**config.mk**
```make
export PLATFORM = sky130hd
export DESIGN_NAME = bpc_corr_stage
export DESIGN_NICKNAME = d
export VERILOG_FILES = /design/src/rtl/core/bpc_pkg.sv /design/src/rtl/core/bpc_corr_stage.sv
export VERILOG_INCLUDE_DIRS = /design/src /design/src/rtl/core
export SDC_FILE = /design/constraint.sdc
export NUM_CORES = 2
export LEC_CHECK = 0
export BUFFER_PORTS_ARGS = -buffer_cell sky130_fd_sc_hd__buf_4
export CORE_UTILIZATION = 45
export CTS_CLUSTER_DIAMETER = 150
export CTS_CLUSTER_SIZE = 28
export DETAILED_ROUTE_END_ITERATION = 12
export PLACE_DENSITY = 0.67
export RECOVER_POWER = 50
export SETUP_SLACK_MARGIN = 0.05
export SYNTH_ARGS = -nofsm -noshare
export SYNTH_HDL_FRONTEND = slang
export SYNTH_SLANG_ARGS = --single-unit
```
**constraint.sdc**
```tcl
create_clock -name clock -period 15.88 [get_ports clock]
set_input_delay 4.764 -clock clock [delete_from_list [all_inputs] [get_ports clock]]
set_output_delay 4.764 -clock clock [all_outputs]
set_load 0.05 [all_outputs]
```
**src/rtl/core/barometer_pressure_compensation_defines.svh**
```systemverilog
// assertion macros shared by the pressure compensation rtl
// no dependencies; included by the modules that carry assertions
`ifndef BAROMETER_PRESSURE_COMPENSATION_DEFINES_SVH
`define BAROMETER_PRESSURE_COMPENSATION_DEFINES_SVH
`ifndef SYNTHESIS
// property that must hold at every edge outside reset
`define BPC_ASSERT(label, clk, rst, prop, msg) \
   label: assert property (@(posedge clk) disable iff (rst) prop) else $error(msg);
// condition now implies a result in the next cycle
`define BPC_ASSERT_NEXT(label, clk, rst, pre, post, msg) \
   label: assert property (@(posedge clk) disable iff (rst) (pre) |=> (post)) else $error(msg);
`else
`define BPC_ASSERT(label, clk, rst, prop, msg)
`define BPC_ASSERT_NEXT(label, clk, rst, pre, post, msg)
`endif
`endif

```
**src/rtl/core/bpc_pkg.sv**
```systemverilog
// shared types, widths and constants of the pressure compensation pipeline
// no dependencies; used by every module of the block
package bpc_pkg;

   // field widths
   localparam int CAL_W      = 16;
   localparam int RAW_W      = 24;
   localparam int TEMP_OUT_W = 16;
   localparam int PRESS_W    = 18;
   localparam int CSR_IDX_W  = 3;

   // scaling shifts of the compensation formulas
   localparam int REF_SHIFT      = 8;
   localparam int SLOPE_SHIFT    = 23;
   localparam int OFF_TC_SHIFT   = 7;
   localparam int SENS_TC_SHIFT  = 8;
   localparam int T2_SHIFT       = 31;
   localparam int OFF_CAL_SHIFT  = 16;
   localparam int SENS_CAL_SHIFT = 15;
   localparam int PRESS_SHIFT_HI = 21;
   localparam int PRESS_SHIFT_LO = 15;

   // internal widths
   localparam int DT_W      = RAW_W + 1;
   localparam int MUL_W     = DT_W + CAL_W + 1;
   localparam int DELTA_W   = MUL_W - SLOPE_SHIFT;
   localparam int TEMP_W    = DELTA_W + 1;
   localparam int DV_W      = DELTA_W + 1;
   localparam int SQDT_W    = 2 * DT_W;
   localparam int T2_W      = SQDT_W - 1 - T2_SHIFT;
   localparam int OFF_W     = 42;
   localparam int SENS_W    = 40;
   localparam int SQ_W      = 36;
   localparam int CORR_W    = 40;
   localparam int SENS_LO_W = 20;
   localparam int SENS_HI_W = SENS_W - SENS_LO_W;
   localparam int PL_W      = RAW_W + SENS_LO_W;
   localparam int PH_W      = RAW_W + 1 + SENS_HI_W;
   localparam int PROD_W    = 64;
   localparam int Q_W       = PROD_W - PRESS_SHIFT_HI;
   localparam int DIFF_W    = Q_W + 2;

   // temperature thresholds in hundredths of a degree
   localparam int TEMP_REF_CENTI      = 2000;
   localparam int TEMP_VERY_LOW_CENTI = -1500;
   localparam int PRESS_MAX           = 2 ** PRESS_W - 1;

   // calibration register indexes
   typedef enum logic [CSR_IDX_W-1:0] {
      CSR_SENS_CAL   = 3'd0,
      CSR_OFF_CAL    = 3'd1,
      CSR_SENS_TC    = 3'd2,
      CSR_OFF_TC     = 3'd3,
      CSR_REF_TEMP   = 3'd4,
      CSR_TEMP_SLOPE = 3'd5
   } csr_index_type;

   typedef struct packed {
      logic [CAL_W-1:0] pressure_sensitivity_cal;
      logic [CAL_W-1:0] pressure_offset_cal;
      logic [CAL_W-1:0] sensitivity_temp_coeff;
      logic [CAL_W-1:0] offset_temp_coeff;
      logic [CAL_W-1:0] reference_temperature_cal;
      logic [CAL_W-1:0] temperature_slope_cal;
   } cal_type;

   typedef struct packed {
      logic [RAW_W-1:0] raw_pressure;
      logic [RAW_W-1:0] raw_temperature;
   } req_type;

   typedef struct packed {
      logic signed [TEMP_OUT_W-1:0] temperature_centi;
      logic [PRESS_W-1:0]           pressure_pa;
      logic                         low_temp_applied;
      logic                         saturated;
   } rsp_type;

   // first-order terms handed from the temperature stages to the correction stages
   typedef struct packed {
      logic [RAW_W-1:0]          raw_pressure;
      logic signed [DELTA_W-1:0] delta;
      logic signed [DV_W-1:0]    dv;
      logic signed [TEMP_W-1:0]  temp1;
      logic [T2_W-1:0]           t2;
      logic                      low;
      logic                      vlow;
      logic signed [OFF_W-1:0]   off1;
      logic signed [SENS_W-1:0]  sens1;
   } tmp_type;

   // corrected terms handed to the pressure stages
   typedef struct packed {
      logic [RAW_W-1:0]         raw_pressure;
      logic signed [TEMP_W-1:0] temp_f;
      logic                     low;
      logic signed [OFF_W-1:0]  off_f;
      logic signed [SENS_W-1:0] sens_f;
   } corr_type;

endpackage

```
**src/rtl/core/bpc_corr_stage.sv**
```systemverilog
// three stages of the second-order low-temperature correction
// depends on bpc_pkg and the assertion macro header
`include "barometer_pressure_compensation_defines.svh"

module bpc_corr_stage (
   input  logic              clock,
   input  logic              reset,
   input  logic              in_valid,
   output logic              in_stall,
   input  bpc_pkg::tmp_type  in_data,
   output logic              out_valid,
   input  logic              out_stall,
   output bpc_pkg::corr_type out_data
);

   logic s3_en, s4_en, s5_en;
   logic s3_valid_ff, s4_valid_ff, s5_valid_ff;

   logic signed [2*bpc_pkg::DELTA_W-1:0] f1_full;
   logic signed [2*bpc_pkg::DV_W-1:0]    f2_full;
   logic [bpc_pkg::SQ_W-1:0]             s3_f1_ff, s3_f2_ff;
   bpc_pkg::tmp_type                     s3_data_ff, s4_data_ff;
   logic [bpc_pkg::CORR_W-1:0]           f1_ext, f2_ext;
   logic [bpc_pkg::CORR_W-1:0]           s4_c5_in, s4_c5_ff;
   logic [bpc_pkg::CORR_W-1:0]           s4_c7_in, s4_c7_ff;
   logic [bpc_pkg::CORR_W-1:0]           s4_c11_in, s4_c11_ff;
   logic signed [bpc_pkg::TEMP_W-1:0]    s4_temp_in, s4_temp_ff;
   bpc_pkg::corr_type                    s5_data_in, s5_data_ff;

   // stall chain
   assign s5_en    = !s5_valid_ff || !out_stall;
   assign s4_en    = !s4_valid_ff || s5_en;
   assign s3_en    = !s3_valid_ff || s4_en;
   assign in_stall = !s3_en;

   // squares of the two temperature distances
   assign f1_full = in_data.delta * in_data.delta;
   assign f2_full = in_data.dv * in_data.dv;

   // scaled correction terms, zero where the range does not apply
   assign f1_ext = bpc_pkg::CORR_W'(s3_f1_ff);
   assign f2_ext = bpc_pkg::CORR_W'(s3_f2_ff);

   always_comb begin
      s4_c5_in   = s3_data_ff.low  ? f1_ext + (f1_ext << 2) : '0;
      s4_c7_in   = s3_data_ff.vlow ? (f2_ext << 3) - f2_ext : '0;
      s4_c11_in  = s3_data_ff.vlow ? (f2_ext << 3) + (f2_ext << 1) + f2_ext : '0;
      s4_temp_in = s3_data_ff.temp1 - $signed(bpc_pkg::TEMP_W'(s3_data_ff.t2));
   end

   // corrected offset and sensitivity
   always_comb begin
      s5_data_in.raw_pressure = s4_data_ff.raw_pressure;
      s5_data_in.temp_f       = s4_temp_ff;
      s5_data_in.low          = s4_data_ff.low;
      s5_data_in.off_f        = s4_data_ff.off1
                              - $signed(bpc_pkg::OFF_W'(s4_c5_ff >> 1))
                              - $signed(bpc_pkg::OFF_W'(s4_c7_ff));
      s5_data_in.sens_f       = s4_data_ff.sens1
                              - $signed(bpc_pkg::SENS_W'(s4_c5_ff >> 2))
                              - $signed(bpc_pkg::SENS_W'(s4_c11_ff >> 1));
   end

   // valid bits
   always_ff @(posedge clock) begin
      if (reset) begin
         s3_valid_ff <= 1'b0;
         s4_valid_ff <= 1'b0;
         s5_valid_ff <= 1'b0;
      end else begin
         if (s3_en) s3_valid_ff <= in_valid;
         if (s4_en) s4_valid_ff <= s3_valid_ff;
         if (s5_en) s5_valid_ff <= s4_valid_ff;
      end
   end

   // payload registers
   always_ff @(posedge clock) begin
      if (s3_en) begin
         s3_f1_ff   <= f1_full[bpc_pkg::SQ_W-1:0];
         s3_f2_ff   <= f2_full[bpc_pkg::SQ_W-1:0];
         s3_data_ff <= in_data;
      end
      if (s4_en) begin
         s4_c5_ff   <= s4_c5_in;
         s4_c7_ff   <= s4_c7_in;
         s4_c11_ff  <= s4_c11_in;
         s4_temp_ff <= s4_temp_in;
         s4_data_ff <= s3_data_ff;
      end
      if (s5_en) begin
         s5_data_ff <= s5_data_in;
      end
   end

   assign out_valid = s5_valid_ff;
   assign out_data  = s5_data_ff;

   `BPC_ASSERT_NEXT(a_warm_no_corr, clock, reset, s4_en && s3_valid_ff && !s3_data_ff.low, s4_c5_ff == '0 && s4_c7_ff == '0 && s4_c11_ff == '0, "correction terms nonzero above reference temperature")

endmodule

```
======== Word level (Yosys, flattened, before mapping) ========
Index checks and enable logic that the tools add are counted.
word-level totals
  input bits .............................. 189
  logic and storage cells ................. 44
  register bits after elaboration ......... 595
cells by class
  $add $sub $neg .......................... 9
  reduce and logical (&&, ||, !) cells .... 8
  $mul .................................... 2
operators by type and width
  cell                                            number
  42-bit by 40-bit subtractor with 42-bit output  1
  42-bit by 41-bit subtractor with 42-bit output  1
  39-bit by 37-bit adder with 40-bit output       1
  40-bit by 36-bit adder with 40-bit output       1
  39-bit by 36-bit subtractor with 40-bit output  1
  40-bit by 39-bit subtractor with 40-bit output  1
  40-bit subtractor                               1
  36-bit by 38-bit adder with 39-bit output       1
  19-bit by 19-bit multiplier with 36-bit output  1
  20-bit by 20-bit multiplier with 36-bit output  1
  20-bit by 19-bit subtractor with 20-bit output  1
  1-bit zero test                                 5
  1-bit logical OR                                3

======== Longest topological paths before layout ========
  depth in word-level cells ............... 5
  mapped depth ............................ 28
  mapped depth without buffers ............ 27

======== Least setup slack after synthesis ========
OpenSTA, ideal clock, no wires.
  path kind ............................... input to output
  start ................................... in out_stall
  end ..................................... out in_stall
  setup slack ............................. -0.054 ns
  data arrival time ....................... 11.170 ns
  stages .................................. 3
  cell sequence ........................... and3_1 -> nand2_1 -> inv_1
on the way
  longest elaborated chain between the ends .. 5
RTL lines
  what                RTL line              source
  start: declaration  bpc_corr_stage.sv:12  input logic out_stall,
  1-bit zero test     bpc_corr_stage.sv:31  assign s5_en = !s5_valid_ff || !out_stall;
  1-bit logical OR    bpc_corr_stage.sv:31
  1-bit logical OR    bpc_corr_stage.sv:32  assign s4_en = !s4_valid_ff || s5_en;
  1-bit logical OR    bpc_corr_stage.sv:33  assign s3_en = !s3_valid_ff || s4_en;
  1-bit zero test     bpc_corr_stage.sv:34  assign in_stall = !s3_en;
  end: declaration    bpc_corr_stage.sv:9   output logic in_stall,
No other way between the ends.

======== Worst setup path after layout ========
Same ends and word-level chain as after synthesis.

==> metrics.md <==
| Metric | Value |
|---|---|
| Status | finished with violations |
| Failing checks | capacitance limit, slew limit |
| TNS Setup | 0 ns |
| Longest Clk Path Bufs | 3 |
| CP startpoint kind | input pin |
| Io pins | between 300 and 400 |
| Synthesized area per cell | approximately 11 um^2 |
| Relative slew slack | -231% |
| Cell taking the most area after synthesis | edfxtp_1 |
| Iter 0 DRT Violations | 1,991 |
| Die Width | between 300 and 400 um |
| Avg Vias per Cell | 5.04 |
| # port buffers | approximately 320 |
| Global Route met2 Usage | a little over a third |
| Max Cap Viol | 5 |
| Arr. time, crit path | 8.45 ns |
| Synth Instances | about 4,900 |
| CTS tree | done |
| Top-area cell type share of the netlist area | between 30% and 40% |
| Mapped cell area | 0.0543 mm^2 |
| Clock Sinks | about 590 |
| Reg2Reg Launch Point | out_valid$_SDFFE_PP0P_ |
| Post-detail-place hpwl | approximately 100,000 um |
| Clock root buffer | clkbuf_16 |
| Yosys reg bits | between 500 and 600 |
| Num CTS Buffers | 25 |
| Met1 Use GR | a little over a quarter |
| Detailed-router iteration count before antenna repair | 5 |
| Routed WL | 122,000 um |
| R2R Setup Slk | a little over 9 ns |
| Multi-input combinational cell area | between 0.03 and 0.04 mm^2 |
| Drc violations | 0 |
| Endpoint of the worst register-to-register path | s4_data_ff[39]$_DFFE_PP_ |
| Post-synth cell types | slightly above 80 |
| GR Util met3 | under 10% |
| Setup repair after global routing missed its margin | false |
| Initial antenna violation count | 0 |
| Min Tclk post-route | roughly 13 ns |
| WP data required | between 10 and 15 ns |
| Total GRT Usage | a little over 20% |
| FMAX | approximately 76 MHz |
| Cts hold-fix bufs | 0 |
| Crit path max fanout | 85 |
| First-pass GRT wire length | 194,000 um |
| Post-synth EDFFs | ~600 |
| GPL Wtd Cong | ~0.91 |
| Crit Path Category | in2out |
| Register area | between 0.015 and 0.02 mm^2 |
| Layout Nets | between 6,000 and 7,000 |
| Worst slew pin tran | slightly below 5 ns |
| Main flop type after synthesis | edfxtp_1 |
| Crit path to | in_stall |
| Largest cells by area after synthesis | edfxtp_1 (32%), fa_1 (29%), ha_1 (9.8%) |
| Die Area | 0.122 mm^2 |
| Rows | ~130 |
| Post-CTS Resized | 0 |
| GR Overflow Total | 0 |
| Placeable Area | approximately 0.12 mm^2 |
| Ys async rst share | 0% |
| Vias in the first global route | between 30,000 and 40,000 |
| Sequential-to-total area share from yosys stat | 32.4% |
| Reg clk slew, reported paths | around 0.10 ns |
| Remaining antenna violation count | 0 |
| Area grow syn2layout | 8.61% |
| Critical path launch point | out_stall |
| Non-Filler Instances | 6,735 |
| Endpoint class of the critical path | output pin |
| CTS H-Tree Depth | 1 |
| Starting density of the core | around 45% |
| Min-delay worst type | reg2reg |
| Worst Hold Launch | s3_data_ff[4]$_DFFE_PN_ |
| Setup Skew | between 0.02 and 0.03 ns |
| Final hold viol count | 0 |
| Final Cycle Share | between 80% and 90% |
| Ant diodes | 0 |
| Cell total after placement | ~6,700 |
| Final setup vio count | 0 |
| Register-to-Register Path Depth | 3 |
| Worst-Skew Late Latency | just over 0.6 ns |
| Drt wl/cell | around 18 um |
| Postcts setup bufs | 0 |
| Layout cell share with drive strength beyond 1 | approximately 7% |
| Die height | approximately 350 um |
| Synthesized Nets | 6,248 |
| Via count | between 30,000 and 40,000 |
| Warnings, synthesis | 0 |
| Filler cells | roughly 11,000 |
| GR peak layer | met2 |
| Max-slew violations | between 300 and 400 |
| Largest net degree at the start of global routing | about 110 |
## cell usage in the layout, fill, tap and decap left out, drive strengths merged, types with 46 or more instances in the layout
cell type,netlist,layout
inv,1048,1048
fa,782,782
edfxtp,584,584
ha,425,425
nand2,276,276
nor2,253,253
and2,198,198
a21oi,191,191
clkbuf,87,186
xnor2,174,174
buf,3,173
o21ai,116,116
a21o,103,103
xor2,89,89
nor2b,49,49
nand3,47,47
nand2b,46,46
## layer usage
metal	share of wire (%)	wire length (um)
met1	43	52900
met2	49	59400
met3	5.2	6340
met4	2.7	3290
met5	0	0
## layout make-up
cell class,count,area share [%]
clock buffer,33,1.11
clock inverter,2,0.0657
inverter,1050,6.68
multi-input combinational,3125,54.9
sequential,587,29.8
tap,1612,3.42
timing repair buffer,326,3.98
## metrics by stage
stage / utilization (%) / setup WS (ns) / hold slack (ns) / cell area (um^2)
6_report: 49.3 / 2.66 / 0.417 / 59000
3_5_place_dp: 48.8 / 4.05 / 0.405 / 58500
5_1_grt: 49.3 / 2.17 / 0.429 / 59000
3_3_place_gp: 48.8 / 4.08 / 0.401 / 58500
2_1_floorplan: - / 2.56 / 0.400 / 54400
4_1_cts: 49.4 / 4.70 / 0.428 / 59200
## state kept, by name, indices dropped and copies added (netlist names)
register / cells
out_data: 127
out_valid: 1
s3_data_ff: 146
s3_f1_ff: 35
s3_f2_ff: 35
s3_valid_ff: 1
s4_c11_ff: 38
s4_c5_ff: 37
s4_c7_ff: 39
s4_data_ff: 107
s4_temp_ff: 20
s4_valid_ff: 1
## worst max-delay path, cell delays in order
cell and delay (ns):
clkbuf_1 0.10, and3_1 0.19, nand2_1 2.77, inv_1 0.26, buf_4 0.37
## synth_stat cells, types with 5 or more instances
master / n
nor2_1: 253
nand4_1: 17
edfxtp_1: 584
o31ai_1: 12
o21a_1: 43
inv_1: 1048
and2_1: 198
and3_1: 29
nor3_1: 30
a2111oi_0: 7
o21ai_0: 112
fa_1: 782
nand3_1: 47
or2_2: 10
nor2b_1: 49
xnor2_1: 174
o31a_1: 5
nand2b_1: 46
a221oi_1: 7
o211ai_1: 13
xor2_1: 89
clkbuf_1: 87
a31oi_1: 20
nand2_1: 276
or3_1: 8
ha_1: 425
o21bai_1: 35
a21o_1: 103
a21oi_1: 189
a41oi_1: 6
a31o_2: 10
nor4_1: 7
a211oi_1: 25
a21boi_0: 9
## worst min path at each step
stage | slack, ns | end | cells after the start
6_report | 0.42 | s4_data_ff[4]$_DFFE_PP_ | 0
5_1_grt | 0.43 | s4_data_ff[4]$_DFFE_PP_ | 0
4_1_cts | 0.43 | s4_data_ff[4]$_DFFE_PP_ | 0
3_5_place_dp | 0.40 | out_data[86]$_DFFE_PP_ | 0
3_3_place_gp | 0.40 | s4_data_ff[165]$_DFFE_PP_ | 0
2_1_floorplan | 0.40 | out_data[100]$_DFFE_PP_ | 0
## kinds of logic after synthesis
family / Yosys count / synth area share (%)
adders and majority gates: 1207 / 38.6
muxes: 5 / 0.0967
xor gates and xnor gates: 263 / 4.24
DFF: 587 / 32.4
and+or+nand+nor: 993 / 8.90
AOI/OAI and AO/OA: 656 / 7.91
buffers and inverters: 1140 / 7.87
other: 1 / 0.00690
Power is left out: the tool's default activity adds up to more than one toggle a clock period on the data nets, which glitch-free logic cannot reach.
