## src/rtl/core/barometer_pressure_compensation_defines.svh

```systemverilog
// assertion macros shared by the pressure compensation rtl
// no dependencies; included by the modules that carry assertions
`ifndef BAROMETER_PRESSURE_COMPENSATION_DEFINES_SVH
`define BAROMETER_PRESSURE_COMPENSATION_DEFINES_SVH
`ifndef SYNTHESIS
// property that must hold at every edge outside reset
`define BPC_ASSERT(label, clk, rst, prop, msg) \
   label: assert property (@(posedge clk) disable iff (rst) prop) else $error(msg);
// condition now implies a result in the next cycle
`define BPC_ASSERT_NEXT(label, clk, rst, pre, post, msg) \
   label: assert property (@(posedge clk) disable iff (rst) (pre) |=> (post)) else $error(msg);
`else
`define BPC_ASSERT(label, clk, rst, prop, msg)
`define BPC_ASSERT_NEXT(label, clk, rst, pre, post, msg)
`endif
`endif

```

## src/rtl/core/bpc_pkg.sv

```systemverilog
// shared types, widths and constants of the pressure compensation pipeline
// no dependencies; used by every module of the block
package bpc_pkg;

   // field widths
   localparam int CAL_W      = 16;
   localparam int RAW_W      = 24;
   localparam int TEMP_OUT_W = 16;
   localparam int PRESS_W    = 18;
   localparam int CSR_IDX_W  = 3;

   // scaling shifts of the compensation formulas
   localparam int REF_SHIFT      = 8;
   localparam int SLOPE_SHIFT    = 23;
   localparam int OFF_TC_SHIFT   = 7;
   localparam int SENS_TC_SHIFT  = 8;
   localparam int T2_SHIFT       = 31;
   localparam int OFF_CAL_SHIFT  = 16;
   localparam int SENS_CAL_SHIFT = 15;
   localparam int PRESS_SHIFT_HI = 21;
   localparam int PRESS_SHIFT_LO = 15;

   // internal widths
   localparam int DT_W      = RAW_W + 1;
   localparam int MUL_W     = DT_W + CAL_W + 1;
   localparam int DELTA_W   = MUL_W - SLOPE_SHIFT;
   localparam int TEMP_W    = DELTA_W + 1;
   localparam int DV_W      = DELTA_W + 1;
   localparam int SQDT_W    = 2 * DT_W;
   localparam int T2_W      = SQDT_W - 1 - T2_SHIFT;
   localparam int OFF_W     = 42;
   localparam int SENS_W    = 40;
   localparam int SQ_W      = 36;
   localparam int CORR_W    = 40;
   localparam int SENS_LO_W = 20;
   localparam int SENS_HI_W = SENS_W - SENS_LO_W;
   localparam int PL_W      = RAW_W + SENS_LO_W;
   localparam int PH_W      = RAW_W + 1 + SENS_HI_W;
   localparam int PROD_W    = 64;
   localparam int Q_W       = PROD_W - PRESS_SHIFT_HI;
   localparam int DIFF_W    = Q_W + 2;

   // temperature thresholds in hundredths of a degree
   localparam int TEMP_REF_CENTI      = 2000;
   localparam int TEMP_VERY_LOW_CENTI = -1500;
   localparam int PRESS_MAX           = 2 ** PRESS_W - 1;

   // calibration register indexes
   typedef enum logic [CSR_IDX_W-1:0] {
      CSR_SENS_CAL   = 3'd0,
      CSR_OFF_CAL    = 3'd1,
      CSR_SENS_TC    = 3'd2,
      CSR_OFF_TC     = 3'd3,
      CSR_REF_TEMP   = 3'd4,
      CSR_TEMP_SLOPE = 3'd5
   } csr_index_type;

   typedef struct packed {
      logic [CAL_W-1:0] pressure_sensitivity_cal;
      logic [CAL_W-1:0] pressure_offset_cal;
      logic [CAL_W-1:0] sensitivity_temp_coeff;
      logic [CAL_W-1:0] offset_temp_coeff;
      logic [CAL_W-1:0] reference_temperature_cal;
      logic [CAL_W-1:0] temperature_slope_cal;
   } cal_type;

   typedef struct packed {
      logic [RAW_W-1:0] raw_pressure;
      logic [RAW_W-1:0] raw_temperature;
   } req_type;

   typedef struct packed {
      logic signed [TEMP_OUT_W-1:0] temperature_centi;
      logic [PRESS_W-1:0]           pressure_pa;
      logic                         low_temp_applied;
      logic                         saturated;
   } rsp_type;

   // first-order terms handed from the temperature stages to the correction stages
   typedef struct packed {
      logic [RAW_W-1:0]          raw_pressure;
      logic signed [DELTA_W-1:0] delta;
      logic signed [DV_W-1:0]    dv;
      logic signed [TEMP_W-1:0]  temp1;
      logic [T2_W-1:0]           t2;
      logic                      low;
      logic                      vlow;
      logic signed [OFF_W-1:0]   off1;
      logic signed [SENS_W-1:0]  sens1;
   } tmp_type;

   // corrected terms handed to the pressure stages
   typedef struct packed {
      logic [RAW_W-1:0]         raw_pressure;
      logic signed [TEMP_W-1:0] temp_f;
      logic                     low;
      logic signed [OFF_W-1:0]  off_f;
      logic signed [SENS_W-1:0] sens_f;
   } corr_type;

endpackage

```

## src/rtl/core/bpc_temp_stage.sv

```systemverilog
// three stages: temperature difference, first-order products, first-order terms
// depends on bpc_pkg and the assertion macro header
`include "barometer_pressure_compensation_defines.svh"

module bpc_temp_stage (
   input  logic              clock,
   input  logic              reset,
   input  bpc_pkg::cal_type  cal,
   input  logic              in_valid,
   output logic              in_stall,
   input  bpc_pkg::req_type  in_data,
   output logic              out_valid,
   input  logic              out_stall,
   output bpc_pkg::tmp_type  out_data
);

   logic s0_en, s1_en, s2_en;
   logic s0_valid_ff, s1_valid_ff, s2_valid_ff;

   logic signed [bpc_pkg::DT_W-1:0]   s0_dt_in, s0_dt_ff;
   logic [bpc_pkg::RAW_W-1:0]         s0_press_ff;
   logic [bpc_pkg::RAW_W-1:0]         s1_press_ff;
   logic signed [bpc_pkg::MUL_W-1:0]  s1_slope_in, s1_slope_ff;
   logic signed [bpc_pkg::MUL_W-1:0]  s1_off_in, s1_off_ff;
   logic signed [bpc_pkg::MUL_W-1:0]  s1_sens_in, s1_sens_ff;
   logic signed [bpc_pkg::SQDT_W-1:0] s1_sq_in, s1_sq_ff;
   logic signed [bpc_pkg::DELTA_W-1:0] s2_delta;
   bpc_pkg::tmp_type                  s2_data_in, s2_data_ff;

   // a stage loads when empty or when the next one moves
   assign s2_en    = !s2_valid_ff || !out_stall;
   assign s1_en    = !s1_valid_ff || s2_en;
   assign s0_en    = !s0_valid_ff || s1_en;
   assign in_stall = !s0_en;

   // temperature difference against the reference word
   assign s0_dt_in = $signed({1'b0, in_data.raw_temperature})
                   - $signed({1'b0, cal.reference_temperature_cal,
                              {bpc_pkg::REF_SHIFT{1'b0}}});

   // first-order products and the square of the difference
   always_comb begin
      s1_slope_in = s0_dt_ff * $signed({1'b0, cal.temperature_slope_cal});
      s1_off_in   = s0_dt_ff * $signed({1'b0, cal.offset_temp_coeff});
      s1_sens_in  = s0_dt_ff * $signed({1'b0, cal.sensitivity_temp_coeff});
      s1_sq_in    = s0_dt_ff * s0_dt_ff;
   end

   // first-order temperature, offset and sensitivity
   assign s2_delta = s1_slope_ff[bpc_pkg::MUL_W-1:bpc_pkg::SLOPE_SHIFT];

   always_comb begin
      s2_data_in.raw_pressure = s1_press_ff;
      s2_data_in.delta        = s2_delta;
      s2_data_in.dv           = bpc_pkg::DV_W'(s2_delta)
                              + bpc_pkg::DV_W'(bpc_pkg::TEMP_REF_CENTI
                                               - bpc_pkg::TEMP_VERY_LOW_CENTI);
      s2_data_in.temp1        = bpc_pkg::TEMP_W'(s2_delta)
                              + bpc_pkg::TEMP_W'(bpc_pkg::TEMP_REF_CENTI);
      s2_data_in.low          = s2_delta[bpc_pkg::DELTA_W-1];
      s2_data_in.vlow         = s2_delta < bpc_pkg::DELTA_W'(bpc_pkg::TEMP_VERY_LOW_CENTI
                                                            - bpc_pkg::TEMP_REF_CENTI);
      s2_data_in.t2           = s2_delta[bpc_pkg::DELTA_W-1]
                              ? s1_sq_ff[bpc_pkg::SQDT_W-2:bpc_pkg::T2_SHIFT]
                              : '0;
      s2_data_in.off1         = $signed(bpc_pkg::OFF_W'({cal.pressure_offset_cal,
                                                         {bpc_pkg::OFF_CAL_SHIFT{1'b0}}}))
                              + bpc_pkg::OFF_W'($signed(
                                   s1_off_ff[bpc_pkg::MUL_W-1:bpc_pkg::OFF_TC_SHIFT]));
      s2_data_in.sens1        = $signed(bpc_pkg::SENS_W'({cal.pressure_sensitivity_cal,
                                                          {bpc_pkg::SENS_CAL_SHIFT{1'b0}}}))
                              + bpc_pkg::SENS_W'($signed(
                                   s1_sens_ff[bpc_pkg::MUL_W-1:bpc_pkg::SENS_TC_SHIFT]));
   end

   // valid bits
   always_ff @(posedge clock) begin
      if (reset) begin
         s0_valid_ff <= 1'b0;
         s1_valid_ff <= 1'b0;
         s2_valid_ff <= 1'b0;
      end else begin
         if (s0_en) s0_valid_ff <= in_valid;
         if (s1_en) s1_valid_ff <= s0_valid_ff;
         if (s2_en) s2_valid_ff <= s1_valid_ff;
      end
   end

   // payload registers
   always_ff @(posedge clock) begin
      if (s0_en) begin
         s0_dt_ff    <= s0_dt_in;
         s0_press_ff <= in_data.raw_pressure;
      end
      if (s1_en) begin
         s1_press_ff <= s0_press_ff;
         s1_slope_ff <= s1_slope_in;
         s1_off_ff   <= s1_off_in;
         s1_sens_ff  <= s1_sens_in;
         s1_sq_ff    <= s1_sq_in;
      end
      if (s2_en) begin
         s2_data_ff <= s2_data_in;
      end
   end

   assign out_valid = s2_valid_ff;
   assign out_data  = s2_data_ff;

   `BPC_ASSERT(a_vlow_implies_low, clock, reset, s2_valid_ff && s2_data_ff.vlow |-> s2_data_ff.low, "very low correction flagged without low correction")

endmodule

```

## config.mk

```make
export PLATFORM = sky130hd
export DESIGN_NAME = bpc_temp_stage
export DESIGN_NICKNAME = d
export VERILOG_FILES = /design/src/rtl/core/bpc_pkg.sv /design/src/rtl/core/bpc_temp_stage.sv
export VERILOG_INCLUDE_DIRS = /design/src /design/src/rtl/core
export SDC_FILE = /design/constraint.sdc
export NUM_CORES = 2
export LEC_CHECK = 0
export BUFFER_PORTS_ARGS = -buffer_cell sky130_fd_sc_hd__buf_2
export CAP_MARGIN = 20
export CORE_MARGIN = 2
export CORE_UTILIZATION = 45
export DETAILED_ROUTE_END_ITERATION = 16
export SLEW_MARGIN = 20
export SYNTH_ARGS = -nofsm -noshare
export SYNTH_HDL_FRONTEND = slang
export SYNTH_SLANG_ARGS = --single-unit
```

## constraint.sdc

```tcl
create_clock -name clock -period 7.5 [get_ports clock]
set_input_delay 1.125 -clock clock [delete_from_list [all_inputs] [get_ports clock]]
set_output_delay 1.125 -clock clock [all_outputs]
set_load 0.05 [all_outputs]
```

* Yosys cells after proc, flatten, opt, wreduce, memory -nomap -nowiden
Cells that the tools add are included.
** Storage, ports and cells
- Memory bits (writable) :: 0
- Memories :: 0
- Word-level logic and storage cells :: 37
- Memory bits (read-only) :: 0
- Flip-flop bits (word level) :: 436
- Output and inout bits :: 187
- Latch bits :: 0
** Cells by class
- Multiply operators :: 4
- Div/mod/pow operators :: 0
- Eq/ne operators :: 0
- $lt $le $gt $ge :: 1
- Shift operators :: 0
- Add/sub/neg operators :: 5
- Multiplexer cells :: 0
- Reductions and logical operators :: 8
- Bitwise operators :: 0
** Operator list (number)
- 25-bit by 17-bit multiplier with 42-bit output :: 3
- 25-bit by 25-bit multiplier with 49-bit output :: 1
- 33-bit by 35-bit adder with 36-bit output :: 1
- 32-bit by 34-bit adder with 35-bit output :: 1
- 24-bit by 24-bit subtractor with 25-bit output :: 1
- 19-bit by 12-bit adder with 20-bit output, second input constant :: 1
- 19-bit by 13-bit adder with 20-bit output, second input constant :: 1
- 19-bit by 13-bit < comparator with 1-bit output, second input constant :: 1
- 1-bit logical NOT :: 5
- 1-bit logical OR :: 3

* Depth between registers and ports, before layout
- Word-level depth :: 5
- Gate-level depth with buffers :: 28

* Worst setup path before layout
No wires, ideal clock.
- Kind :: register -> register
- Start :: register s0_dt_ff[24] in the netlist's numbering
- End :: register s1_sq_ff[48] in the netlist's numbering, data pin
- Data arrival time :: 7.217 ns
- Setup slack :: 0.147 ns
- Data required time :: 7.364 ns
- Stages on the path, launching flop included :: 26
- Path through :: edfxtp_1 > clkbuf_1 > buf_1 > nand2_1 > inv_1 > fa_1 > fa_1 > inv_1 > fa_1 > inv_1 > fa_1 > fa_1 > fa_1 > inv_1 > fa_1 > inv_1 > ha_1 > and4_1 > and2_1 > a22oi_1 > a211oi_1 > a21oi_2 > a211oi_1 > o41a_1 > or4_1 > nand3_1
** Between the ends
- Longest elaborated chain between the ends :: 1
** RTL lines
- start, declared :: line bpc_temp_stage.sv:20 : logic signed [bpc_pkg::DT_W-1:0] s0_dt_in, s0_dt_ff;
- start signal, assigned :: line bpc_temp_stage.sv:92 : s0_dt_ff <= s0_dt_in;
- 25-bit by 25-bit multiplier with 49-bit output :: line bpc_temp_stage.sv:46 : s1_sq_in = s0_dt_ff * s0_dt_ff;
- net s1_sq_in (one bit) :: line bpc_temp_stage.sv:26 : logic signed [bpc_pkg::SQDT_W-1:0] s1_sq_in, s1_sq_ff;
- end signal, assigned :: line bpc_temp_stage.sv:100 : s1_sq_ff <= s1_sq_in;
- end, declared :: line bpc_temp_stage.sv:26
The timed path passes the listed nets, and every way through them passes these cells.
A chain may end at the register's enable or synchronous reset.

* Final worst setup path
- Start :: register s0_dt_ff[6] in the netlist's numbering
- End :: register s1_sq_ff[48] in the netlist's numbering, data pin
Same word-level chain as after synthesis.

==> reports/results.env <==
CRITICALPATHCATEGORY='reg -> reg'
CTS_TREE='built'
SYN-INSTANCE-COUNT=7537
AREAGROWTHSYNTHTOFINISH_PCT=10.50
SYNTHESIS.AREA_PER_INSTANCE_UM2=9.909
FF2FF_PATH_DEPTH=25
FP.DIEH_UM=411.4
MAXIMUM_NUMBER_OF_PINS_ON_ONE_NET_BEFORE_GLOBAL_ROUTE_REPAIR=78
SYNTH_NETS=9953
DETAILEDPLACEMENTHPWL_UM=152700
GRT_FIRST_PASS_WIRELENGTH_UM=300800
POST_SYNTH_NUM_CELL_TYPES=71
PATH_DELAY_FAMILY='adder cells'
WORSTSKEWPAIRLATENCY_PS=680
ROUTEDWLPERCELL_UM=18.05
CRIT_BUF_INV=7
IO_PINS=335
SYNTH_AREA_LEADER_CELL='fa_1'
ANT_NETS=0
DRC=0
PLACE.PORT_BUFFERS=334
POST_CTS_HOLD_BUFFERS=0
FIN_CRIT_PS=7299
DRIVE_ABOVE_1_SHARE=0.1000
GRT_USAGE=0.2261
GPL.FINAL_WEIGHTED_CONGESTION=0.8850
HOLDCRITPATHCLASS='reg -> reg'
DR_PASS1_ITERATIONS=8
POST_SYNTH_TOP_AREA_SHARE=0.4736
WORST_PATH_MOST_REPEATED_CELL='fa_1'
HTREE_NUM_LEVELS=2
CP-START-KIND='register'
POSTSYNTHREGISTERBITS=349
NNETSFINAL=10330
CTS.SINKS=349
TIMING.FINAL.SETUP_VIOLATIONS=0
GRTUSAGEMET2=0.4060
CTS_BUFFER_DEPTH=3
YOSYS.AREA_SHARE.ADDER=0.5576
GRT_ANTENNA_BEFORE_REPAIR=16
DIE_WIDTH_UM=411.4
CTS_ROOT_BUFFER='clkbuf_16'
WHS_PS=415.0
GRT_OVERFLOW=0
NUMBER_OF_GLOBAL_ROUTE_VIAS_BEFORE_REPAIR=56400
GLOBALROUTEMET3UTIL=0.02528
TRITONCTS.NUM_BUFFERS=48
DETAILEDROUTE.FIRSTITERATIONVIOLATIONS=2336
SHARE_OF_FLIP_FLOPS_WITH_AN_ASYNCHRONOUS_SET_OR_RESET_AFTER_SYNTHESIS=0
AREA_OF_THE_DIE_UM2=169200
FINALCRITPERIODSHARE=0.9732
SYNTH_TOP_FAMILY_BY_AREA='adder cells'
CORE-AREA_UM2=164800
DETAILROUTE.VIA_COUNT=49590
COUNT_OF_FLIP_FLOPS_WITH_A_BUILT_IN_ENABLE_AFTER_SYNTHESIS=346
GROUTE.LAYER.MET1.USAGE=0.2828
WORST_SETUP_HOLD_PATH_CLK_SLEW_PS=80
NETLIST_TOP_CELLS_AREA='fa_1 (47%), edfxtp_1 (14%), inv_1 (11%), ha_1 (8.4%), and2_1 (5.1%)'
CLOCK.FMAX_MHz=137.0
FINALMAXSLEWVIOLATIONS=0
CRITPATHREQUIREDTIME_PS=8030
FINALWIRELENGTH_UM=183100
SLEW_HEADROOM=0.3987
CRITICAL_PATH.MAX_STAGE_DELAY_PS=590
ROUTE.DETAILED.VIAS_PER_INST=4.891
SYNTH_FF_TYPE='edfxtp_1'
YOSYSWARNINGS=0
POST_SYNTH_XOR_AREA_FRACTION=0.02369
SYNTH_AREA_UM2=74690
MAX_CAP_VIOL_COUNT=0
MIN_DELAY_PATH_DEPTH=0
SYNTH-SIMPLE-AREA-SHARE=0.1220
KIND_OF_END_POINT_OF_THE_CRITICAL_PATH='register'
WORST_PIN_SLEW_PS=901.9
CORE.ROWCOUNT=149
SEQ_AREA_FRAC_SYNTH=0.1399
INITIAL_UTILIZATION=0.4532
GRT.BUSIEST_LAYER='met2'
CRITICAL_PATH_CELL_COUNT=25
SYNTHESIZED_AREA_FRACTION_OCCUPIED_BY_AO_OA_AOI_AND_OAI_CELLS=0.03277
CRIT_PATH_MAX_FANOUT=6
OUTCOME='complete, no violations'
SYNTHMUXAREASHARE=0.0004021
CRITICAL_PATH.SLOWEST_CELL='fa_2'
WORST_CLOCK_SKEW_PS=60.05
FINAL_HOLD_VIOL_COUNT=0
CRITICAL_PATH_ARRIVAL_PS=7830
cell usage in the layout (no fill, tap or decap), types with 19 or more instances in the layout:
master	n
and3_1	20
o21ai_0	49
buf_12	32
xnor2_1	153
nor2b_1	33
buf_4	282
nor3_1	41
inv_1	2098
ha_1	497
and2_1	602
fa_1	1757
edfxtp_1	346
o21bai_1	20
nand3_1	48
nor2_1	112
xor2_1	49
a21oi_1	100
a211oi_1	19
a21o_1	52
nand2_1	972
clkbuf_16	49
buf_2	334
stage by stage:
step | worst slack (ps) | utilization | cell area, um^2 | TNS (ps) | std cells
2_1_floorplan | 147.1 | - | 74690 | 0 | 7537
3_3_place_gp | -40.79 | 0.4887 | 80530 | -40.79 | 10040
3_5_place_dp | -133.2 | 0.4887 | 80530 | -1010 | 10040
4_1_cts | 2.344 | 0.4987 | 82180 | 0 | 10130
5_1_grt | -50.98 | 0.5008 | 82530 | -50.98 | 10140
6_report | 201.1 | 0.5008 | 82530 | 0 | 10140
sequential cells by signal (all words and copies together) (netlist names):
register / cells
out_data: 167
s1_off_ff: 35
s1_sens_ff: 34
s0_dt_ff: 25
s0_press_ff: 24
s1_press_ff: 24
s1_slope_ff: 19
s1_sq_ff: 18
out_valid: 1
s0_valid_ff: 1
s1_valid_ff: 1
what timing repair did:
item,4_1_cts,5_1_grt
resized for setup,2,56
endpoints found under the setup margin,1,39
buffers inserted,0,11
pin swaps,0,9
gates cloned,0,1
synthesized netlist by cell type, drive strengths merged, types with 12 or more instances:
| master | count |
|---|---|
| nor2b | 33 |
| nand2 | 976 |
| nor3 | 42 |
| a31oi | 18 |
| o21bai | 20 |
| and3 | 20 |
| a211oi | 21 |
| nand2b | 13 |
| xor2 | 49 |
| or3 | 12 |
| ha | 501 |
| fa | 1767 |
| o21ai | 63 |
| edfxtp | 346 |
| nor2 | 113 |
| nand3 | 49 |
| and2 | 604 |
| o21a | 14 |
| buf | 22 |
| clkbuf | 319 |
| a21oi | 108 |
| xnor2 | 153 |
| inv | 2099 |
| a21o | 52 |
cell families (layout without fill, tap and decap cells):
kind of cell,Yosys count,count (layout)
AOI/OAI and AO/OA,373,373
and+or+nand+nor,1902,1902
xor gates and xnor gates,202,202
buffers and inverters,2440,2853
other,0,1
DFF,349,349
adders and majority gates,2268,2268
muxes,3,3
final cells by class:
cell class	instances	area, um^2
Tap cell	2189	2739
Antenna cell	1	2.502
Clock buffer	53	1220
Sequential cell	349	10450
Multi-Input combinational cell	4748	55170
Fill cell	15170	82270
Timing Repair Buffer	665	4646
Clock inverter	36	419.2
Inverter	2099	7884
worst paths after layout:
kind,start,to,slack (ps)
hold / removal,s0_press_ff[4],s1_press_ff[4],410
hold reg to reg,s0_press_ff[4],s1_press_ff[4],410
setup / recovery,s0_dt_ff[6],s1_sq_ff[48],200
setup reg to reg,s0_dt_ff[6],s1_sq_ff[48],200
metal layers:
metal	up-vias	wire, um
met5	-	33
met4	6	7065
met3	318	8473
met2	1187	93300
met1	25460	74190
li1	22620	-
worst reg2reg max path, delay by kind of cell (launching register included):
kind	cells	cell delay, ps
adder cells (fa/ha/maj)	8	3750
AO/OA/AOI/OAI	6	1150
buffers and inverters	7	760
AND/OR/NAND/NOR	4	1010
flip-flops	1	470
Power is not shown: default switching activity piles up to over one toggle a cycle in this logic, so the estimate is an artifact.
