### src/rtl/core/barometer_pressure_compensation_defines.svh
// assertion macros shared by the pressure compensation rtl
// no dependencies; included by the modules that carry assertions
`ifndef BAROMETER_PRESSURE_COMPENSATION_DEFINES_SVH
`define BAROMETER_PRESSURE_COMPENSATION_DEFINES_SVH
`ifndef SYNTHESIS
// property that must hold at every edge outside reset
`define BPC_ASSERT(label, clk, rst, prop, msg) \
   label: assert property (@(posedge clk) disable iff (rst) prop) else $error(msg);
// condition now implies a result in the next cycle
`define BPC_ASSERT_NEXT(label, clk, rst, pre, post, msg) \
   label: assert property (@(posedge clk) disable iff (rst) (pre) |=> (post)) else $error(msg);
`else
`define BPC_ASSERT(label, clk, rst, prop, msg)
`define BPC_ASSERT_NEXT(label, clk, rst, pre, post, msg)
`endif
`endif

### src/rtl/core/bpc_pkg.sv
// shared types, widths and constants of the pressure compensation pipeline
// no dependencies; used by every module of the block
package bpc_pkg;

   // field widths
   localparam int CAL_W      = 16;
   localparam int RAW_W      = 24;
   localparam int TEMP_OUT_W = 16;
   localparam int PRESS_W    = 18;
   localparam int CSR_IDX_W  = 3;

   // scaling shifts of the compensation formulas
   localparam int REF_SHIFT      = 8;
   localparam int SLOPE_SHIFT    = 23;
   localparam int OFF_TC_SHIFT   = 7;
   localparam int SENS_TC_SHIFT  = 8;
   localparam int T2_SHIFT       = 31;
   localparam int OFF_CAL_SHIFT  = 16;
   localparam int SENS_CAL_SHIFT = 15;
   localparam int PRESS_SHIFT_HI = 21;
   localparam int PRESS_SHIFT_LO = 15;

   // internal widths
   localparam int DT_W      = RAW_W + 1;
   localparam int MUL_W     = DT_W + CAL_W + 1;
   localparam int DELTA_W   = MUL_W - SLOPE_SHIFT;
   localparam int TEMP_W    = DELTA_W + 1;
   localparam int DV_W      = DELTA_W + 1;
   localparam int SQDT_W    = 2 * DT_W;
   localparam int T2_W      = SQDT_W - 1 - T2_SHIFT;
   localparam int OFF_W     = 42;
   localparam int SENS_W    = 40;
   localparam int SQ_W      = 36;
   localparam int CORR_W    = 40;
   localparam int SENS_LO_W = 20;
   localparam int SENS_HI_W = SENS_W - SENS_LO_W;
   localparam int PL_W      = RAW_W + SENS_LO_W;
   localparam int PH_W      = RAW_W + 1 + SENS_HI_W;
   localparam int PROD_W    = 64;
   localparam int Q_W       = PROD_W - PRESS_SHIFT_HI;
   localparam int DIFF_W    = Q_W + 2;

   // temperature thresholds in hundredths of a degree
   localparam int TEMP_REF_CENTI      = 2000;
   localparam int TEMP_VERY_LOW_CENTI = -1500;
   localparam int PRESS_MAX           = 2 ** PRESS_W - 1;

   // calibration register indexes
   typedef enum logic [CSR_IDX_W-1:0] {
      CSR_SENS_CAL   = 3'd0,
      CSR_OFF_CAL    = 3'd1,
      CSR_SENS_TC    = 3'd2,
      CSR_OFF_TC     = 3'd3,
      CSR_REF_TEMP   = 3'd4,
      CSR_TEMP_SLOPE = 3'd5
   } csr_index_type;

   typedef struct packed {
      logic [CAL_W-1:0] pressure_sensitivity_cal;
      logic [CAL_W-1:0] pressure_offset_cal;
      logic [CAL_W-1:0] sensitivity_temp_coeff;
      logic [CAL_W-1:0] offset_temp_coeff;
      logic [CAL_W-1:0] reference_temperature_cal;
      logic [CAL_W-1:0] temperature_slope_cal;
   } cal_type;

   typedef struct packed {
      logic [RAW_W-1:0] raw_pressure;
      logic [RAW_W-1:0] raw_temperature;
   } req_type;

   typedef struct packed {
      logic signed [TEMP_OUT_W-1:0] temperature_centi;
      logic [PRESS_W-1:0]           pressure_pa;
      logic                         low_temp_applied;
      logic                         saturated;
   } rsp_type;

   // first-order terms handed from the temperature stages to the correction stages
   typedef struct packed {
      logic [RAW_W-1:0]          raw_pressure;
      logic signed [DELTA_W-1:0] delta;
      logic signed [DV_W-1:0]    dv;
      logic signed [TEMP_W-1:0]  temp1;
      logic [T2_W-1:0]           t2;
      logic                      low;
      logic                      vlow;
      logic signed [OFF_W-1:0]   off1;
      logic signed [SENS_W-1:0]  sens1;
   } tmp_type;

   // corrected terms handed to the pressure stages
   typedef struct packed {
      logic [RAW_W-1:0]         raw_pressure;
      logic signed [TEMP_W-1:0] temp_f;
      logic                     low;
      logic signed [OFF_W-1:0]  off_f;
      logic signed [SENS_W-1:0] sens_f;
   } corr_type;

endpackage

### src/rtl/core/bpc_press_stage.sv
// four stages: split pressure product, recombine, offset subtract, clamp
// depends on bpc_pkg and the assertion macro header
`include "barometer_pressure_compensation_defines.svh"

module bpc_press_stage (
   input  logic              clock,
   input  logic              reset,
   input  logic              in_valid,
   output logic              in_stall,
   input  bpc_pkg::corr_type in_data,
   output logic              out_valid,
   input  logic              out_stall,
   output bpc_pkg::rsp_type  out_data
);

   localparam int P_TOP = bpc_pkg::PRESS_SHIFT_LO + bpc_pkg::PRESS_W;

   logic s6_en, s7_en, s8_en, s9_en;
   logic s6_valid_ff, s7_valid_ff, s8_valid_ff, s9_valid_ff;

   logic [bpc_pkg::PL_W-1:0]          s6_pl_in, s6_pl_ff;
   logic signed [bpc_pkg::PH_W-1:0]   s6_ph_in, s6_ph_ff;
   bpc_pkg::corr_type                 s6_data_ff, s7_data_ff, s8_data_ff;
   logic [bpc_pkg::PROD_W-1:0]        s7_prod_in, s7_prod_ff;
   logic signed [bpc_pkg::DIFF_W-1:0] s8_diff_in, s8_diff_ff;
   logic                              p_neg, p_over, t_ok, t_neg;
   logic [bpc_pkg::TEMP_W-bpc_pkg::TEMP_OUT_W:0] t_top;
   bpc_pkg::rsp_type                  s9_rsp_in, s9_rsp_ff;

   // stall chain, output register last
   assign s9_en    = !s9_valid_ff || !out_stall;
   assign s8_en    = !s8_valid_ff || s9_en;
   assign s7_en    = !s7_valid_ff || s8_en;
   assign s6_en    = !s6_valid_ff || s7_en;
   assign in_stall = !s6_en;

   // raw pressure times sensitivity as two partial products
   always_comb begin
      s6_pl_in = in_data.raw_pressure * in_data.sens_f[bpc_pkg::SENS_LO_W-1:0];
      s6_ph_in = $signed({1'b0, in_data.raw_pressure})
               * $signed(in_data.sens_f[bpc_pkg::SENS_W-1:bpc_pkg::SENS_LO_W]);
   end

   // recombine the partial products
   assign s7_prod_in = bpc_pkg::PROD_W'({s6_ph_ff, {bpc_pkg::SENS_LO_W{1'b0}}})
                     + bpc_pkg::PROD_W'(s6_pl_ff);

   // scaled product minus offset
   assign s8_diff_in = bpc_pkg::DIFF_W'($signed(
                          s7_prod_ff[bpc_pkg::PROD_W-1:bpc_pkg::PRESS_SHIFT_HI]))
                     - bpc_pkg::DIFF_W'(s7_data_ff.off_f);

   // clamp pressure and temperature to the output ranges
   assign p_neg  = s8_diff_ff[bpc_pkg::DIFF_W-1];
   assign p_over = !p_neg && (|s8_diff_ff[bpc_pkg::DIFF_W-1:P_TOP]);
   assign t_top  = s8_data_ff.temp_f[bpc_pkg::TEMP_W-1:bpc_pkg::TEMP_OUT_W-1];
   assign t_ok   = (&t_top) || !(|t_top);
   assign t_neg  = s8_data_ff.temp_f[bpc_pkg::TEMP_W-1];

   always_comb begin
      if (p_neg) begin
         s9_rsp_in.pressure_pa = '0;
      end else if (p_over) begin
         s9_rsp_in.pressure_pa = bpc_pkg::PRESS_W'(bpc_pkg::PRESS_MAX);
      end else begin
         s9_rsp_in.pressure_pa = s8_diff_ff[P_TOP-1:bpc_pkg::PRESS_SHIFT_LO];
      end
      if (t_ok) begin
         s9_rsp_in.temperature_centi = s8_data_ff.temp_f[bpc_pkg::TEMP_OUT_W-1:0];
      end else if (t_neg) begin
         s9_rsp_in.temperature_centi = {1'b1, {(bpc_pkg::TEMP_OUT_W-1){1'b0}}};
      end else begin
         s9_rsp_in.temperature_centi = {1'b0, {(bpc_pkg::TEMP_OUT_W-1){1'b1}}};
      end
      s9_rsp_in.low_temp_applied = s8_data_ff.low;
      s9_rsp_in.saturated        = !t_ok || p_neg || p_over;
   end

   // valid bits
   always_ff @(posedge clock) begin
      if (reset) begin
         s6_valid_ff <= 1'b0;
         s7_valid_ff <= 1'b0;
         s8_valid_ff <= 1'b0;
         s9_valid_ff <= 1'b0;
      end else begin
         if (s6_en) s6_valid_ff <= in_valid;
         if (s7_en) s7_valid_ff <= s6_valid_ff;
         if (s8_en) s8_valid_ff <= s7_valid_ff;
         if (s9_en) s9_valid_ff <= s8_valid_ff;
      end
   end

   // payload registers
   always_ff @(posedge clock) begin
      if (s6_en) begin
         s6_pl_ff   <= s6_pl_in;
         s6_ph_ff   <= s6_ph_in;
         s6_data_ff <= in_data;
      end
      if (s7_en) begin
         s7_prod_ff <= s7_prod_in;
         s7_data_ff <= s6_data_ff;
      end
      if (s8_en) begin
         s8_diff_ff <= s8_diff_in;
         s8_data_ff <= s7_data_ff;
      end
      if (s9_en) begin
         s9_rsp_ff <= s9_rsp_in;
      end
   end

   assign out_valid = s9_valid_ff;
   assign out_data  = s9_rsp_ff;

   `BPC_ASSERT(a_warm_temp_floor, clock, reset, out_valid && !out_data.low_temp_applied |-> out_data.temperature_centi >= 16'(bpc_pkg::TEMP_REF_CENTI), "warm result below reference temperature")
   `BPC_ASSERT_NEXT(a_neg_pressure_clamp, clock, reset, s9_en && s8_valid_ff && s8_diff_ff[bpc_pkg::DIFF_W-1], out_data.saturated && out_data.pressure_pa == '0, "negative pressure not clamped to zero")

endmodule
### config.mk
export PLATFORM = sky130hd
export DESIGN_NAME = bpc_press_stage
export DESIGN_NICKNAME = d
export VERILOG_FILES = /design/src/rtl/core/bpc_pkg.sv /design/src/rtl/core/bpc_press_stage.sv
export VERILOG_INCLUDE_DIRS = /design/src /design/src/rtl/core
export SDC_FILE = /design/constraint.sdc
export NUM_CORES = 2
export LEC_CHECK = 0
export ABC_AREA = 1
export ABC_CLOCK_PERIOD_IN_PS = 12100
export BUFFER_PORTS_ARGS = -buffer_cell sky130_fd_sc_hd__buf_2
export CAP_MARGIN = 20
export CORE_ASPECT_RATIO = 1.2
export CORE_MARGIN = 2
export CORE_UTILIZATION = 55
export CTS_BUF_LIST = sky130_fd_sc_hd__clkbuf_2
export DETAILED_ROUTE_END_ITERATION = 10
export PLACE_DENSITY = 0.75
export RECOVER_POWER = 50
export SLEW_MARGIN = 20
export SYNTH_ARGS = -nofsm -noshare
export SYNTH_HDL_FRONTEND = slang
export SYNTH_SLANG_ARGS = --single-unit
### constraint.sdc
create_clock -name clock -period 12.1 [get_ports clock]
set_input_delay 0.605 -clock clock [delete_from_list [all_inputs] [get_ports clock]]
set_output_delay 0.605 -clock clock [all_outputs]
set_load 0.02 [all_outputs]
# ---- Word level (Yosys, flattened, before mapping)
# Cells that the tools add are included.
dict set report totals {
  register_bits 384
  elab_cells 47
  output_inout_bits 38
}
dict set report classes {
  n_reduce_logical 20
  add_sub_neg 2
  muxes 3
  multipliers 2
}
# op n
set ops {}
lappend ops {{adder 64 x 44 -> 64 bit} 1}
lappend ops {{multiplier 24 x 20 -> 44 bit} 1}
lappend ops {{multiplier 25 x 20 -> 44 bit} 1}
lappend ops {{subtractor 43 x 42 -> 44 bit} 1}
lappend ops {{2-to-1 mux 16 bit} 2}
lappend ops {{2-to-1 mux 18 bit} 1}
lappend ops {{OR reduction 12 bit} 1}
lappend ops {{logical NOT 1 bit} 9}
lappend ops {{logical OR 1 bit} 7}
lappend ops {{AND reduction 5 bit} 1}
lappend ops {{OR reduction 5 bit} 1}
lappend ops {{logical AND 1 bit} 1}

# ---- Depth between registers and ports, before layout
dict set report logic_depth {
  ltp_word 6
  ltp_mapped 29
  depth_no_buf 27
}

# ---- Worst setup path before layout
# OpenSTA, ideal clock, no wires.
dict set report synth_timing {
  kind {input port to flip-flop}
  startpoint {input out_stall}
  endpoint {register s6_data_ff[100] in the netlist's numbering, enable pin}
  t_arrival_ns 8.037
  path_slack_ns 3.580
  path_stages 7
  required_ns 11.617
  path_cell_list {nand2_1 nor2_1 inv_1 nor2_1 inv_1 nor2_1 inv_1}
}
dict set report synth_between {
  elab_chain_cells 5
}
# element line
set synth_rtl {}
lappend synth_rtl {{start, declared} bpc_press_stage.sv:12} ;# input logic out_stall,
lappend synth_rtl {{logical NOT 1 bit} bpc_press_stage.sv:31} ;# assign s9_en = !s9_valid_ff || !out_stall;
lappend synth_rtl {{logical OR 1 bit} bpc_press_stage.sv:31}
lappend synth_rtl {{logical OR 1 bit} bpc_press_stage.sv:32} ;# assign s8_en = !s8_valid_ff || s9_en;
lappend synth_rtl {{net s8_en} bpc_press_stage.sv:18} ;# logic s6_en, s7_en, s8_en, s9_en;
lappend synth_rtl {{logical OR 1 bit} bpc_press_stage.sv:33} ;# assign s7_en = !s7_valid_ff || s8_en;
lappend synth_rtl {{net s7_en} bpc_press_stage.sv:18}
lappend synth_rtl {{logical OR 1 bit} bpc_press_stage.sv:34} ;# assign s6_en = !s6_valid_ff || s7_en;
lappend synth_rtl {{end signal, assigned} bpc_press_stage.sv:99} ;# s6_data_ff <= in_data;
lappend synth_rtl {{end, declared} bpc_press_stage.sv:23} ;# bpc_pkg::corr_type s6_data_ff, s7_data_ff, s8_data_ff;
# The timed path passes the listed nets, and every way through them passes these cells.
# A chain may end at the register's enable or synchronous reset.

# ---- Worst setup path after layout
dict set report layout_timing {
  startpoint {register s9_valid_ff (netlist: out_valid)}
  endpoint {output in_stall}
}
dict set report layout_between {
  elab_chain_cells 6
}
# element line
set layout_rtl {}
lappend layout_rtl {{start, declared} bpc_press_stage.sv:19} ;# logic s6_valid_ff, s7_valid_ff, s8_valid_ff, s9_valid_ff;
lappend layout_rtl {{start signal, assigned} bpc_press_stage.sv:90} ;# if (s9_en) s9_valid_ff <= s8_valid_ff;
lappend layout_rtl {{logical NOT 1 bit} bpc_press_stage.sv:31}
lappend layout_rtl {{logical OR 1 bit} bpc_press_stage.sv:31}
lappend layout_rtl {{net s9_en} bpc_press_stage.sv:18}
lappend layout_rtl {{logical OR 1 bit} bpc_press_stage.sv:32}
lappend layout_rtl {{net s8_en} bpc_press_stage.sv:18}
lappend layout_rtl {{logical OR 1 bit} bpc_press_stage.sv:33}
lappend layout_rtl {{net s7_en} bpc_press_stage.sv:18}
lappend layout_rtl {{logical OR 1 bit} bpc_press_stage.sv:34}
lappend layout_rtl {{logical NOT 1 bit} bpc_press_stage.sv:35} ;# assign in_stall = !s6_en;
lappend layout_rtl {{end, declared} bpc_press_stage.sv:9} ;# output logic in_stall,
# The timed path passes the listed nets, and every way through them passes these cells.

==> results_dict.tcl <==
set metrics [dict create \
    cts.sinks 327 \
    synth_top_cell_area_share 0.324 \
    rows 119 \
    synth-xor-area-share 0.0166 \
    overflow 0 \
    drtAntennaViolNets 0 \
    ios 169 \
    muxShareOfSynthArea 0 \
    setup_ws_ps 5220 \
    worst_setup_path_start_kind "flip-flop" \
    drtPass1Iterations 11 \
    drt_drc_violations_left 2 \
    post_cts_buffers 0 \
    synth_compound_area_frac 0.0453 \
    worstSetupPathType "reg2out" \
    vias 38500 \
    die_x_um 275 \
    drt-wirelength-per-cell_um 18.6 \
    tns_ps 0 \
    critPathMaxStageDelay_ps 1810 \
    relSlewSlack -0.539 \
    violations "DRC, capacitance limit, slew limit" \
    synthesis.nets 7209 \
    synth_top_family_by_area "adder cells" \
    coreArea_um2 87500 \
    synth-edff-count 323 \
    critPathBufInv 4 \
    slew_violations 118 \
    rsz0062_at_grt "no" \
    dieArea_um2 90600 \
    finalCriticalPeriod_ps 6880 \
    ys_warn_count 0 \
    netlist_instances 5901 \
    hold_start "in_data[101]" \
    cp.required_ps 11490 \
    ys_seq_area_frac 0.202 \
    antenna_found_initial 6 \
    crit_chain "nand2_1, clkbuf_1, nor2_1, clkinvlp_2, nor2_1, inv_4, nor2_1, buf_2" \
    path_max_fanout 56 \
    synth_area_leaders "fa_1 (32%), edfxtp_1 (20%), inv_1 (12%), nand2_1 (12%), ha_1 (10%)" \
    maxCapViolations 3 \
    crit_family "buffers and inverters" \
    critical_path_arrival_ps 6270 \
    fillers 7955 \
    cts.clk_slew.worst_paths_ps 110 \
    worst_skew_pair.late_latency_ps 1020 \
    place_ws_ps 4900 \
    portBuffers 168 \
    ys_seq_elements 327 \
    status "complete, but fails checks" \
    finalSetupViolations 0 \
    worst_slew_pin_slew_ps 2300 \
    place_congestion 0.979 \
    syn2layout_area_growth_pct 6.11 \
    synthArstFlopShare 0 \
    synthSimpleGateAreaFrac 0.173 \
    root_buffer "clkbuf_2" \
    max_freq_mhz 145 \
    clock_tree.buffer_depth 3 \
    grt_start_max_net_pins 69 \
    grtUsageTotal 0.307 \
    finClkSkew_ps 87.9 \
    fin_crit_sh 0.568 \
    hold_buffers 65 \
    hpwl_mm 103 \
    synthAdderAreaFrac 0.425 \
    endpoint_kind "output pin" \
    grt_first_pass_wirelength_mm 215 \
    r2r-start "out_valid" \
    synth.cell_area_um2 48500 \
    initial_core_util 0.554 \
    wirelength_mm 135 \
    ys_dominant_reg_cell "edfxtp_1" \
    crit_path_frequent_cell "nor2_1" \
    synth_area_per_cell_um2 8.22 \
    die_height_um 329 \
    worst_path_max_delay_cell "clkinvlp_2" \
    cts_buffers 71 \
    synthDistinctLibCells 50 \
    min_path_type "in2reg" \
    viasPerCell 5.31 \
    cts_resized 0 \
    drive_gt1_frac 0.0442 \
    first_iter_violations 2774 \
    grt_pass1_vias 41700 \
    finalNetCount 7349 \
    hold_violations 0 \
    htree_levels 3 \
    synth_top_cell_by_area "fa_1" \
    cts_tree "built" \
    crit_start "out_valid" \
]
-- cell families after synthesis --
family / Yosys count
compound gates: 400
buf+inv: 1789
flops: 327
xor+xnor: 92
fa+ha+maj: 1177
simple gates: 2116
-- synth_stat cells, types with 3 or more instances --
cell type / n
or2_2: 13
nor3_1: 38
xnor2_1: 19
and3_1: 3
ha_1: 392
clkbuf_1: 176
a31oi_1: 4
o21bai_1: 13
o21ai_1: 12
o21ai_2: 3
inv_1: 1605
nor2_1: 288
o21ai_0: 118
nor4_1: 6
edfxtp_1: 323
xor2_1: 73
dfxtp_1: 4
a21oi_1: 200
nand2_1: 1587
nand3_1: 123
nand4_1: 38
a21o_1: 18
nand3b_1: 4
o21a_1: 14
a21boi_0: 5
o211ai_1: 5
fa_1: 785
buf_6: 3
-- cells in the final DEF (no fill, tap or decap), types with 8 or more instances in the layout --
cell,synthesis,routed
clkbuf_1,176,50
clkinv_1,0,14
buf_2,2,118
inv_1,1605,1602
nand2_1,1587,1588
xnor2_1,19,19
xor2_1,73,73
nor2_1,288,288
ha_1,392,392
buf_4,0,15
or2_2,13,13
a21o_1,18,18
o21ai_0,118,130
nor3_1,38,39
edfxtp_1,323,323
dlygate4sd3_1,0,65
o21bai_1,13,13
nand4_1,38,38
clkbuf_2,0,94
fa_1,785,785
nand3_1,123,123
clkinv_2,0,8
o21a_1,14,14
a21oi_1,200,200
-- metrics by stage --
step | utilization | hold slack (ps) | cell area, µm² | std cells
finish | 0.588 | 284 | 51500 | 7245
global route | 0.588 | 234 | 51500 | 7244
CTS | 0.589 | 129 | 51600 | 7239
detailed placement | 0.574 | 405 | 50200 | 7051
global placement | 0.574 | 400 | 50200 | 7051
floorplan | - | 400 | 48500 | 5901
-- metal layers --
metal / wire length [µm] / part of all wire / GRT usage / vias up
met4: 7500 / 0.056 / 0.156 / 0
met1: 49200 / 0.36 / 0.355 / 18700
met5: 0 / 0 / 0 / -
met2: 67500 / 0.50 / 0.544 / 1642
met3: 10700 / 0.079 / 0.0561 / 398
li1: - / - / - / 17700
-- cell type report --
| cell class | count | area (µm²) | share of cell area |
|---|---|---|---|
| diodes | 5 | 12.5 | 0.000243 |
| clock buffers | 93 | 465 | 0.00904 |
| clock inverters | 30 | 225 | 0.00437 |
| inverters | 1606 | 6030 | 0.117 |
| multi-input cells | 3785 | 32000 | 0.621 |
| flip-flops and latches | 327 | 9780 | 0.190 |
| well taps | 1149 | 1440 | 0.0279 |
| repair buffers | 250 | 1570 | 0.0304 |
-- flip-flops by register name, indices dropped and copies added, names as in the netlist --
| register | flops |
|---|---|
| out_valid | 1 |
| s7_prod_ff | 43 |
| out_data | 36 |
| s8_data_ff | 21 |
| s6_ph_ff | 44 |
| s8_valid_ff | 1 |
| s6_pl_ff | 24 |
| s8_diff_ff | 29 |
| s7_valid_ff | 1 |
| s7_data_ff | 63 |
| s6_data_ff | 63 |
| s6_valid_ff | 1 |
-- final timing paths --
check | to | slack [ps] | cells past startpoint
worst max register to register | s6_ph_ff[0] | 5510 | 9
worst min-delay path | s6_data_ff[101] | 280 | 2
worst max-delay path | in_stall | 5220 | 8
worst min register to register | s8_data_ff[94] | 350 | 0
Power is not shown: default switching activity piles up to over one toggle a cycle in this logic, so the estimate is an artifact.
